## src/rtl/log_stretch_pixel_top_defines.svh

```systemverilog
// Assertion macros shared by the log stretch RTL.
// Needs nothing else; included by the files that carry assertions.
`ifndef LOG_STRETCH_PIXEL_TOP_DEFINES_SVH
`define LOG_STRETCH_PIXEL_TOP_DEFINES_SVH

// Consequent must hold in the same cycle as the antecedent.
`define LSP_ASSERT_IMPLY(label, clk, rst_n, ante, cons) \
  label: assert property (@(posedge clk) disable iff (!rst_n) (ante) |-> (cons)) \
    else $error("lsp assertion failed");

// Consequent must hold in the cycle after the antecedent.
`define LSP_ASSERT_NEXT(label, clk, rst_n, ante, cons) \
  label: assert property (@(posedge clk) disable iff (!rst_n) (ante) |=> (cons)) \
    else $error("lsp assertion failed");

`endif

```

## src/rtl/lsp_pkg.sv

```systemverilog
// Types, constants and fixed-point helper functions of the log stretch block.
// Has no dependencies; used by lsp_precomp and log_stretch_pixel_top.
package lsp_pkg;

  localparam int unsigned PixBits     = 16;
  localparam int unsigned FracBits    = 24;
  localparam int unsigned ScaleBits   = 14;
  localparam int unsigned BlackBits   = 16;
  localparam int unsigned ThrBits     = 17;
  localparam int unsigned CfgIdxBits  = 2;
  localparam int unsigned CfgDataBits = 17;

  localparam int unsigned MantW    = 31;
  localparam int unsigned MantFrac = MantW - 1;
  localparam int unsigned ArgW     = FracBits + ScaleBits + 1;
  localparam int unsigned KW       = $clog2(ArgW);
  localparam int unsigned LogIntW  = $clog2(ArgW - FracBits);
  localparam int unsigned LogW     = FracBits + LogIntW;
  localparam int unsigned NormW    = FracBits + 1;
  localparam int unsigned SpanW    = FracBits + 2;
  localparam int unsigned BsrW     = FracBits + PixBits + 1;
  localparam int unsigned YW       = LogW + NormW - FracBits;
  localparam int unsigned DivW     = LogW;
  localparam int unsigned QuoW     = 2 * FracBits + 1;
  localparam int unsigned DivCntW  = $clog2(QuoW);

  localparam logic [NormW-1:0]     OneQ       = {1'b1, {FracBits{1'b0}}};
  localparam logic [BlackBits-1:0] BlackMax   = {1'b1, {(BlackBits-1){1'b0}}};
  localparam logic [ScaleBits-1:0] ScaleReset = ScaleBits'(100);
  localparam logic [DivCntW-1:0]   ExpWide    = DivCntW'(2 * FracBits);
  localparam logic [DivCntW-1:0]   ExpSpan    = DivCntW'(FracBits + PixBits);

  typedef enum logic [CfgIdxBits-1:0] {
    CFG_SCALE     = 2'd0,
    CFG_BLACK     = 2'd1,
    CFG_THRESHOLD = 2'd2
  } lsp_cfg_idx_e;

  typedef enum logic [2:0] {
    SEQ_IDLE,
    SEQ_LOD,
    SEQ_NRM,
    SEQ_SQR,
    SEQ_DIV,
    SEQ_TMUL,
    SEQ_TSCALE
  } lsp_seq_e;

  typedef enum logic [1:0] {
    DIV_NORM,
    DIV_SPAN,
    DIV_BLEND
  } lsp_div_e;

  typedef struct packed {
    logic [ScaleBits-1:0] scale;
    logic [BlackBits-1:0] black_eff;
    logic [FracBits-1:0]  tq;
    logic                 blend_en;
    logic [NormW-1:0]     norm_recip;
    logic [SpanW-1:0]     span_recip;
    logic [BsrW-1:0]      blend_recip;
    logic [NormW-1:0]     log_at_thr;
  } lsp_consts_t;

  function automatic logic [KW-1:0] lead_one(input logic [ArgW-1:0] a);
    logic [KW-1:0] k;
    k = '0;
    for (int i = 0; i < ArgW; i++) begin
      if (a[i]) k = KW'(i);
    end
    return k;
  endfunction

  function automatic logic [MantW-1:0] normalise(input logic [ArgW-1:0] a,
                                                 input logic [KW-1:0] k);
    logic [ArgW-1:0] s;
    if (k >= KW'(MantFrac)) begin
      s = a >> (k - KW'(MantFrac));
    end else begin
      s = a << (KW'(MantFrac) - k);
    end
    return s[MantW-1:0];
  endfunction

  // Returns the next fraction bit above the squared, renormalised mantissa.
  function automatic logic [MantW:0] square_step(input logic [MantW-1:0] m);
    logic [2*MantW-1:0] p;
    logic [MantW:0]     s;
    p = (2*MantW)'(m) * (2*MantW)'(m);
    s = p[MantFrac +: MantW+1];
    if (s[MantW]) begin
      return {1'b1, s[MantW:1]};
    end
    return {1'b0, s[MantW-1:0]};
  endfunction

  function automatic logic [LogW-1:0] log_word(input logic [KW-1:0] k,
                                               input logic [FracBits-1:0] frac);
    logic [KW-1:0] ip;
    ip = k - KW'(FracBits);
    return {ip[LogIntW-1:0], frac};
  endfunction

endpackage

```

## src/rtl/lsp_precomp.sv

```systemverilog
// Configuration registers and the sequencer that derives the per-configuration constants.
// Depends on lsp_pkg; shares one log2 squaring step and one restoring divider.
module lsp_precomp (
  input  logic                             clk_i,
  input  logic                             rst_ni,
  input  logic                             cfg_valid_i,
  output logic                             cfg_ready_o,
  input  logic [lsp_pkg::CfgIdxBits-1:0]   cfg_index_i,
  input  logic [lsp_pkg::CfgDataBits-1:0]  cfg_data_i,
  output logic                             busy_o,
  output lsp_pkg::lsp_consts_t             consts_o
);

  localparam int unsigned TprodW = lsp_pkg::LogW + lsp_pkg::NormW;

  lsp_pkg::lsp_seq_e state_q, state_d;
  logic kick_q, kick_d;
  logic [lsp_pkg::ScaleBits-1:0] scale_q, scale_d;
  logic [lsp_pkg::BlackBits-1:0] black_q, black_d;
  logic [lsp_pkg::ThrBits-1:0]   thr_q, thr_d;

  logic                          phase_q, phase_d;
  lsp_pkg::lsp_div_e             div_sel_q, div_sel_d;
  logic [lsp_pkg::ArgW-1:0]      arg_q, arg_d;
  logic [lsp_pkg::KW-1:0]        k_q, k_d;
  logic [lsp_pkg::MantW-1:0]     mant_q, mant_d;
  logic [lsp_pkg::FracBits-1:0]  frac_q, frac_d;
  logic [lsp_pkg::DivCntW-1:0]   cnt_q, cnt_d;
  logic [lsp_pkg::DivW-1:0]      rem_q, rem_d;
  logic [lsp_pkg::QuoW-1:0]      quo_q, quo_d;
  logic [lsp_pkg::LogW-1:0]      log_q, log_d;
  logic [lsp_pkg::NormW-1:0]     norm_q, norm_d;
  logic [lsp_pkg::SpanW-1:0]     span_q, span_d;
  logic [lsp_pkg::BsrW-1:0]      bsr_q, bsr_d;
  logic [lsp_pkg::NormW-1:0]     lat_q, lat_d;
  logic                          blend_en_q, blend_en_d;

  logic                          cfg_write;
  logic [lsp_pkg::BlackBits-1:0] black_eff;
  logic                          thr_en;
  logic [lsp_pkg::FracBits-1:0]  tq;
  logic [lsp_pkg::MantW:0]       sq_res;
  logic [lsp_pkg::FracBits-1:0]  frac_next;
  logic [lsp_pkg::LogW-1:0]      log_new;
  logic                          sq_last;
  logic [lsp_pkg::DivW-1:0]      divisor;
  logic [lsp_pkg::DivCntW-1:0]   div_exp;
  logic [lsp_pkg::DivW:0]        rtry;
  logic                          ge;
  logic [lsp_pkg::QuoW-1:0]      quo_next;
  logic [TprodW-1:0]             tprod;
  logic [lsp_pkg::YW-1:0]        lt;

  assign busy_o      = (state_q != lsp_pkg::SEQ_IDLE) || kick_q;
  assign cfg_ready_o = !busy_o;
  assign cfg_write   = cfg_valid_i && cfg_ready_o &&
                       ((cfg_index_i == lsp_pkg::CFG_SCALE) ||
                        (cfg_index_i == lsp_pkg::CFG_BLACK) ||
                        (cfg_index_i == lsp_pkg::CFG_THRESHOLD));

  always_comb begin
    black_eff = (black_q > lsp_pkg::BlackMax) ? lsp_pkg::BlackMax : black_q;
    thr_en    = (thr_q != '0) && !thr_q[lsp_pkg::ThrBits-1];
    tq        = {thr_q[lsp_pkg::PixBits-1:0], {(lsp_pkg::FracBits-lsp_pkg::PixBits){1'b0}}};
    sq_res    = lsp_pkg::square_step(mant_q);
    frac_next = {frac_q[lsp_pkg::FracBits-2:0], sq_res[lsp_pkg::MantW]};
    log_new   = lsp_pkg::log_word(k_q, frac_next);
    sq_last   = (cnt_q == lsp_pkg::DivCntW'(lsp_pkg::FracBits - 1));
    case (div_sel_q)
      lsp_pkg::DIV_NORM: begin
        divisor = log_q;
        div_exp = lsp_pkg::ExpWide;
      end
      lsp_pkg::DIV_SPAN: begin
        divisor = lsp_pkg::DivW'(({1'b1, {lsp_pkg::PixBits{1'b0}}}) -
                                 (lsp_pkg::PixBits+1)'(black_eff));
        div_exp = lsp_pkg::ExpSpan;
      end
      lsp_pkg::DIV_BLEND: begin
        divisor = lsp_pkg::DivW'(lsp_pkg::OneQ - lsp_pkg::NormW'(tq));
        div_exp = lsp_pkg::ExpWide;
      end
      default: begin
        divisor = log_q;
        div_exp = lsp_pkg::ExpWide;
      end
    endcase
    rtry     = {rem_q, (cnt_q == div_exp)};
    ge       = (rtry >= {1'b0, divisor});
    quo_next = {quo_q[lsp_pkg::QuoW-2:0], ge};
    tprod    = TprodW'(log_q) * TprodW'(norm_q);
    lt       = tprod[lsp_pkg::FracBits +: lsp_pkg::YW];
  end

  always_comb begin
    state_d = state_q;
    case (state_q)
      lsp_pkg::SEQ_IDLE: begin
        if (kick_q) state_d = lsp_pkg::SEQ_LOD;
      end
      lsp_pkg::SEQ_LOD:  state_d = lsp_pkg::SEQ_NRM;
      lsp_pkg::SEQ_NRM:  state_d = lsp_pkg::SEQ_SQR;
      lsp_pkg::SEQ_SQR: begin
        if (sq_last) state_d = phase_q ? lsp_pkg::SEQ_TSCALE : lsp_pkg::SEQ_DIV;
      end
      lsp_pkg::SEQ_DIV: begin
        if (cnt_q == '0) begin
          case (div_sel_q)
            lsp_pkg::DIV_NORM: state_d = lsp_pkg::SEQ_DIV;
            lsp_pkg::DIV_SPAN: state_d = thr_en ? lsp_pkg::SEQ_TMUL : lsp_pkg::SEQ_IDLE;
            default:           state_d = lsp_pkg::SEQ_IDLE;
          endcase
        end
      end
      lsp_pkg::SEQ_TMUL:   state_d = lsp_pkg::SEQ_LOD;
      lsp_pkg::SEQ_TSCALE: state_d = lsp_pkg::SEQ_DIV;
      default:             state_d = lsp_pkg::SEQ_IDLE;
    endcase
  end

  always_comb begin
    kick_d     = kick_q;
    scale_d    = scale_q;
    black_d    = black_q;
    thr_d      = thr_q;
    phase_d    = phase_q;
    div_sel_d  = div_sel_q;
    arg_d      = arg_q;
    k_d        = k_q;
    mant_d     = mant_q;
    frac_d     = frac_q;
    cnt_d      = cnt_q;
    rem_d      = rem_q;
    quo_d      = quo_q;
    log_d      = log_q;
    norm_d     = norm_q;
    span_d     = span_q;
    bsr_d      = bsr_q;
    lat_d      = lat_q;
    blend_en_d = blend_en_q;

    if (cfg_write) begin
      kick_d = 1'b1;
      case (cfg_index_i)
        lsp_pkg::CFG_SCALE: scale_d = cfg_data_i[lsp_pkg::ScaleBits-1:0];
        lsp_pkg::CFG_BLACK: black_d = cfg_data_i[lsp_pkg::BlackBits-1:0];
        default:            thr_d   = cfg_data_i[lsp_pkg::ThrBits-1:0];
      endcase
    end

    case (state_q)
      lsp_pkg::SEQ_IDLE: begin
        if (kick_q) begin
          kick_d  = 1'b0;
          phase_d = 1'b0;
          arg_d   = (lsp_pkg::ArgW'(scale_q) + lsp_pkg::ArgW'(1)) << lsp_pkg::FracBits;
        end
      end
      lsp_pkg::SEQ_LOD: k_d = lsp_pkg::lead_one(arg_q);
      lsp_pkg::SEQ_NRM: begin
        mant_d = lsp_pkg::normalise(arg_q, k_q);
        frac_d = '0;
        cnt_d  = '0;
      end
      lsp_pkg::SEQ_SQR: begin
        mant_d = sq_res[lsp_pkg::MantW-1:0];
        frac_d = frac_next;
        cnt_d  = cnt_q + 1'b1;
        if (sq_last) begin
          log_d = log_new;
          rem_d = '0;
          quo_d = '0;
          if (!phase_q) begin
            if (log_new == '0) begin
              norm_d    = lsp_pkg::OneQ;
              div_sel_d = lsp_pkg::DIV_SPAN;
              cnt_d     = lsp_pkg::ExpSpan;
            end else begin
              div_sel_d = lsp_pkg::DIV_NORM;
              cnt_d     = lsp_pkg::ExpWide;
            end
          end
        end
      end
      lsp_pkg::SEQ_DIV: begin
        rem_d = ge ? rtry[lsp_pkg::DivW-1:0] - divisor : rtry[lsp_pkg::DivW-1:0];
        quo_d = quo_next;
        cnt_d = cnt_q - 1'b1;
        if (cnt_q == '0) begin
          case (div_sel_q)
            lsp_pkg::DIV_NORM: begin
              norm_d    = quo_next[lsp_pkg::NormW-1:0];
              div_sel_d = lsp_pkg::DIV_SPAN;
              cnt_d     = lsp_pkg::ExpSpan;
              rem_d     = '0;
              quo_d     = '0;
            end
            lsp_pkg::DIV_SPAN: begin
              span_d = quo_next[lsp_pkg::SpanW-1:0];
              if (!thr_en) begin
                bsr_d      = '0;
                lat_d      = '0;
                blend_en_d = 1'b0;
              end
            end
            default: begin
              bsr_d      = quo_next[lsp_pkg::BsrW-1:0];
              blend_en_d = 1'b1;
            end
          endcase
        end
      end
      lsp_pkg::SEQ_TMUL: begin
        phase_d = 1'b1;
        arg_d   = lsp_pkg::ArgW'(lsp_pkg::OneQ) +
                  lsp_pkg::ArgW'(scale_q) * lsp_pkg::ArgW'(tq);
      end
      lsp_pkg::SEQ_TSCALE: begin
        lat_d     = (lt > lsp_pkg::YW'(lsp_pkg::OneQ)) ? lsp_pkg::OneQ :
                                                        lt[lsp_pkg::NormW-1:0];
        div_sel_d = lsp_pkg::DIV_BLEND;
        cnt_d     = lsp_pkg::ExpWide;
        rem_d     = '0;
        quo_d     = '0;
      end
      default: ;
    endcase
  end

  always_ff @(posedge clk_i or negedge rst_ni) begin
    if (!rst_ni) begin
      state_q <= lsp_pkg::SEQ_IDLE;
      kick_q  <= 1'b1;
      scale_q <= lsp_pkg::ScaleReset;
      black_q <= '0;
      thr_q   <= '0;
    end else begin
      state_q <= state_d;
      kick_q  <= kick_d;
      scale_q <= scale_d;
      black_q <= black_d;
      thr_q   <= thr_d;
    end
  end

  always_ff @(posedge clk_i) begin
    phase_q    <= phase_d;
    div_sel_q  <= div_sel_d;
    arg_q      <= arg_d;
    k_q        <= k_d;
    mant_q     <= mant_d;
    frac_q     <= frac_d;
    cnt_q      <= cnt_d;
    rem_q      <= rem_d;
    quo_q      <= quo_d;
    log_q      <= log_d;
    norm_q     <= norm_d;
    span_q     <= span_d;
    bsr_q      <= bsr_d;
    lat_q      <= lat_d;
    blend_en_q <= blend_en_d;
  end

  always_comb begin
    consts_o.scale       = scale_q;
    consts_o.black_eff   = black_eff;
    consts_o.tq          = tq;
    consts_o.blend_en    = blend_en_q;
    consts_o.norm_recip  = norm_q;
    consts_o.span_recip  = span_q;
    consts_o.blend_recip = bsr_q;
    consts_o.log_at_thr  = lat_q;
  end

endmodule

```

## config.mk

```make
export PLATFORM = sky130hd
export DESIGN_NAME = lsp_precomp
export DESIGN_NICKNAME = d
export VERILOG_FILES = /design/src/rtl/log_stretch_pixel_top_defines.svh /design/src/rtl/lsp_pkg.sv /design/src/rtl/lsp_precomp.sv
export SDC_FILE = /design/constraint.sdc
export NUM_CORES = 2
export LEC_CHECK = 0
export BUFFER_PORTS_ARGS = -buffer_cell sky130_fd_sc_hd__buf_2
export CAP_MARGIN = 20
export CORE_ASPECT_RATIO = 1.75
export CORE_UTILIZATION = 45
export DETAILED_ROUTE_END_ITERATION = 12
export GPL_TIMING_DRIVEN = 0
export PLACE_DENSITY_LB_ADDON = 0.1
export SYNTH_ARGS = -nofsm -noshare
export SYNTH_HDL_FRONTEND = slang
export SYNTH_SLANG_ARGS = --single-unit
```

## constraint.sdc

```tcl
create_clock -name clk_i -period 11.3 [get_ports clk_i]
set_input_delay 1.13 -clock clk_i [delete_from_list [all_inputs] [get_ports clk_i]]
set_output_delay 1.13 -clock clk_i [all_outputs]
set_load 0.01 [all_outputs]
```

### After elaboration in Yosys (flattened, before gate mapping)

Index checks and enable logic that the tools add are counted.

* register bits: 373
* bits in latches: 0
* bits in writable memories: 0
* bits in read-only memories: 0
* bits of input ports: 22
* output and inout bits: 174
* memories: 0

* $add $sub $neg: 10
* $mul: 3
* divide/modulo/power cells: 0
* $lt $le $gt $ge: 4
* equal/unequal tests: 21
* shift operators: 2
* multiplexer cells: 96
* bitwise operators: 2
* reductions and logical operators: 36

Operators by type and width (count)
* 2-to-1 mux 25 bit: 9
* 2-to-1 mux 6 bit: 34
* 2-to-1 mux 40 bit: 3
* case mux 40 bit (3 select lines): 1
* 2-to-1 mux 28 bit: 4
* case mux 25 bit (2 select lines): 2
* case mux 28 bit (3 select lines): 1
* case mux 41 bit (2 select lines): 1
* case mux 39 bit (2 select lines): 1
* 2-to-1 mux 32 bit: 2
* multiplier 31 x 31 -> 62 bit: 1
* case mux 31 bit (2 select lines): 1
* case mux 28 bit (2 select lines): 1
* multiplier 28 x 25 -> 53 bit: 1
* case mux 23 bit (2 select lines): 1
* 2-to-1 mux 41 bit: 1
* adder 25 x 38 -> 39 bit (first input constant): 1
* 2-to-1 mux 39 bit: 1
* left shift 39 x 6 -> 31 bit: 1
* right shift 39 x 6 -> 31 bit: 1
* 2-to-1 mux 31 bit: 1
* multiplier 14 x 16 -> 30 bit: 1
* greater-or-equal comparator 29 x 28 -> 1 bit: 1
* greater-than comparator 29 x 25 -> 1 bit (second input constant): 1
* 50 further kinds: 102

### Depth between registers and ports, before layout

* word-level depth: 37
* depth in mapped cells: 32
* depth with buffers taken out: 29

### Least setup slack after synthesis

Ideal clock, no wire load.

* path kind: reg-to-reg
* start point: reg mant_q[18] (netlist name)
* end point: reg norm_q[0] (netlist name), enable pin
* library setup time: 0.382 ns
* arrival: 7.986 ns
* setup slack: 2.932 ns
* stages on the path, launching flop included: 27
* path buffers: 3
* clock period less this slack: 8.368 ns
* path through: edfxtp_1 clkbuf_1 clkbuf_1 nand2_1 fa_1 fa_1 fa_1 fa_1 inv_1 fa_1 fa_1 fa_1 fa_1 ha_1 clkbuf_1 a21o_1 a21o_1 a21oi_1 inv_1 nor4_2 a21oi_2 a21bo_2 a221oi_4 xnor2_2 nor3_2 nand3_1 nand2_1

* longest elaborated chain between the ends: 6

RTL lines
* from (decl): line lsp_precomp.sv:26 `logic [lsp_pkg::MantW-1:0] mant_q, mant_d;`
* from (signal assigned): line lsp_precomp.sv:251 `mant_q <= mant_d;`
* multiplier 31 x 31 -> 62 bit: line lsp_pkg.sv:90 `p = (2*MantW)'(m) * (2*MantW)'(m);`
* 2-to-1 mux 1 bit: line lsp_pkg.sv:92 `if (s[MantW]) begin`
* 2-to-1 mux 32 bit: line lsp_pkg.sv:95 `return {1'b0, s[MantW-1:0]};`
* zero test 28 bit: line lsp_precomp.sv:174 `if (log_new == '0) begin`
* != test 2 bit (no source line)
* AND reduction 6 bit (no source line)
* to (signal assigned): line lsp_precomp.sv:257 `norm_q <= norm_d;`
* to (decl): line lsp_precomp.sv:32 `logic [lsp_pkg::NormW-1:0] norm_q, norm_d;`

Every way passes these cells.
A chain may end at the register's enable or synchronous reset.

### Worst setup path in the final report

* start point: reg mant_q[12] (netlist name)
* end point: reg mant_q[13] (netlist name), data pin

* longest elaborated chain between the ends: 4

RTL lines
* multiplier 31 x 31 -> 62 bit *: line lsp_pkg.sv:90
* 2-to-1 mux 32 bit or 2-to-1 mux 1 bit (tied branches): line lsp_pkg.sv:92
* 2-to-1 mux 32 bit *: line lsp_pkg.sv:95
* case mux 31 bit (2 select lines) *: line lsp_precomp.sv:151 `case (state_q)`
* net mant_d, one bit: line lsp_precomp.sv:26

Mark *: on every way through the listed nets, which the timed path passes. The rest lies on a longest branch. The select of a mux whose other input is x is not followed.

==> results.toml <==
[place]
place_ws_ns = -0.562
port_buffers = 187
hpwlAfterDp_mm = 243
gp_congestion = 1.06

[synth]
ys_ff_latch = 365
synth_warnings = 0
yosys.area.top_type_share_pct = 39.7
async_reset_ff_share_pct = 14.0
synth-edff-count = 314
synth.cell_area_mm2 = 0.0762
avgSynthCellArea_um2 = 9.47
synth.most_common_cell = "inv_1"
ys.flop_type = "edfxtp_1"
synth_common_cells = "inv_1 (1742), fa_1 (1511), nand2_1 (1084)"
synth_cell_types = 109
synthTopCellsByArea = "fa_1 (40%), edfxtp_1 (12%), ha_1 (9.5%), inv_1 (8.6%), nand2_1 (5.3%)"
yosys.area.top_type = "fa_1"
yosysSeqAreaShare_pct = 14.1
synthCells = 8044

[sta]
period_minus_slack_ns = 11.21
setup_viol = 0
worstMarginPinSlew_ns = 1.33
fmax_ghz = 0.0892
setup_slack_ns = 0.0891
rsz0062_at_grt = "no"
skew_ns = 0.0868
hold_viol_final = 0
relSlewSlack_pct = 11.1
slew_viol_final = 0
period_share_pct = 99.2

[clock_tree]
cts_max_path_buffers = 3
cts_num_sinks = 365
cts_tree = "built"
hold_buffers = 0
clkLatencyLatePin_ns = 0.71
clkTransAtPathRegs_ns = 0.07
htree_levels = 2
root_buffer = "clkbuf_16"
cts_buffers = 39

[worst_setup_path]
cp_common_cell = "fa_1"
start_kind = "flop"
crit_path_end = "mant_q[13]$_DFFE_PP_"
reg2regPathDepth = 29
worstSetupPathType = "reg -> reg"
worst_r2r_endpoint = "mant_q[13]$_DFFE_PP_"
reg2reg_slack_ns = 0.09
cp_slowest_cell = "o21ai_0"
path_max_fanout = 10
crit_path_end_kind = "flop"
cp.required_ns = 11.62
reg2reg_from = "mant_q[12]$_DFFE_PP_"
worstPathArrival_ns = 11.53
worstSetupStartpoint = "mant_q[12]$_DFFE_PP_"
max_stage_delay_ns = 0.87

[worst_hold_path]
hold_path.class = "in -> async"

[global_routing]
grt_pass1_wl_mm = 422
track_usage_pct = 34.3
grt_overflow = 0
grt_pass1_vias = 64720
grt_max_degree = 64
antenna_found_initial = 20

[route]
drt_iter0_markers = 3883
dr_total_vias = 58455
routed_wl_mm = 288
wire_per_inst_um = 27.2
viasPerCell = 5.54
drc_errors = 0
drtAntennaViolNets = 0
first_pass_iters = 6

[flow_run]
maxCapViolations = 0

[cells_and_area]
area_delta_synth_final_pct = 7.32
nets = 10421
fin_util_pct = 48.6
nFillCells = 16387
layout-drive-gt1-share_pct = 5.70

[floorplanning]
start_util_pct = 45.3
fp-row-count = 199
core-area_mm2 = 0.168
dieHeight_um = 546
io_pins = 196
die_w_um = 313
fp.dieArea_mm2 = 0.171

[status]
status = "complete, no violations"
[layout make-up]
class                      instances  area (um2)  area share (%)
antenna                            7        17.5          0.0214
buffer                           421        1730            2.12
clock buffer                      46        1010            1.24
clock inverter                    26         284           0.347
inverter                        1745        6550            8.01
multi-input combinational       5520       57300            70.1
sequential                       365       10700            13.1
tap                             2211        2770            3.38
timing repair buffer             215        1390            1.71
[flip-flops by register name, summed over array words and instances, names as in the netlist, 14 cells and up]
signal	cells
scale_q	14
quo_q	40
bsr_q	41
frac_q	23
log_q	28
span_q	26
thr_q	17
black_q	16
lat_q	25
rem_q	28
norm_q	25
arg_q	31
mant_q	31
[placed cells by master, fill, tap and decap left out, drive strengths merged, types with 57 or more instances in the layout]
cell type / instances
inv: 1748
fa: 1511
nand2: 1085
ha: 581
and2: 570
clkbuf: 402
edfxtp: 314
buf: 280
nor2: 257
a21oi: 230
o21ai: 152
xnor2: 101
mux2i: 84
nor2b: 77
a21o: 76
and3: 74
xor2: 65
nand3: 61
nor3: 58
mux2: 57
[repair_timing]
item	in CTS	in global routing
setup buffers	3	0
gates resized for setup	10	18
endpoints found under the setup margin	49	18
[cell families after synthesis]
| kind of cell | after synthesis | share of synthesized area, % |
|---|---|---|
| compound gates | 783 | 6.81 |
| xor+xnor | 166 | 1.92 |
| fa+ha+maj | 2092 | 49.3 |
| buf+inv | 2166 | 10.8 |
| flops | 365 | 14.1 |
| mux | 161 | 2.54 |
| other cells | 1 | 0.00492 |
| simple gates | 2310 | 14.6 |
[critical path, delay by kind of cell (launching register included)]
| kind | cells | cell delay [ns] |
|---|---|---|
| adder cells (fa/ha/maj) | 9 | 4.39 |
| AO/OA/AOI/OAI | 7 | 2.61 |
| AND/OR/NAND/NOR | 2 | 0.21 |
| multiplexers | 1 | 0.11 |
| XOR/XNOR | 1 | 0.76 |
| flip-flops | 1 | 0.82 |
| buffers and inverters | 9 | 1.86 |
[layer usage]
| layer | GRT usage, % | vias to the layer above | part of all wire [%] |
|---|---|---|---|
| met2 | 61.8 | 2241 | 52 |
| li1 | - | 25263 | - |
| met1 | 34.6 | 29971 | 32 |
| met3 | 4.57 | 976 | 5.2 |
| met4 | 29.8 | 4 | 11 |
| met5 | 0 | - | 0.0094 |
[worst min-delay path by stage]
| stage | start | end | slack (ns) | depth (start not counted) |
|---|---|---|---|---|
| 2_1_floorplan | frac_q[22]$_SDFFCE_PN0P_ | log_q[23]$_DFFE_PP_ | 0.43 | 0 |
| 3_3_place_gp | frac_q[8]$_SDFFCE_PN0P_ | log_q[9]$_DFFE_PP_ | 0.47 | 0 |
| 3_5_place_dp | frac_q[6]$_SDFFCE_PN0P_ | log_q[7]$_DFFE_PP_ | 0.46 | 0 |
| 4_1_cts | rst_ni | thr_q[4]$_DFFE_PN0P_ | 0.37 | 1 |
| 5_1_grt | rst_ni | scale_q[3]$_DFFE_PN0P_ | 0.40 | 1 |
| 6_report | rst_ni | scale_q[4]$_DFFE_PN0P_ | 0.40 | 1 |
[stage by stage]
step                TNS [ns]  area, um2  hold WS [ns]  std cells
floorplan                  0      76200         0.428       8051
global placement      -24.93      79900         0.466      10449
detailed placement     -8.50      80300         0.464      10473
CTS                        0      81700         0.369      10548
global route               0      81700         0.403      10551
finish                     0      81700         0.396      10556
Power is not shown: default switching activity piles up to over one toggle a cycle in this logic, so the estimate is an artifact.
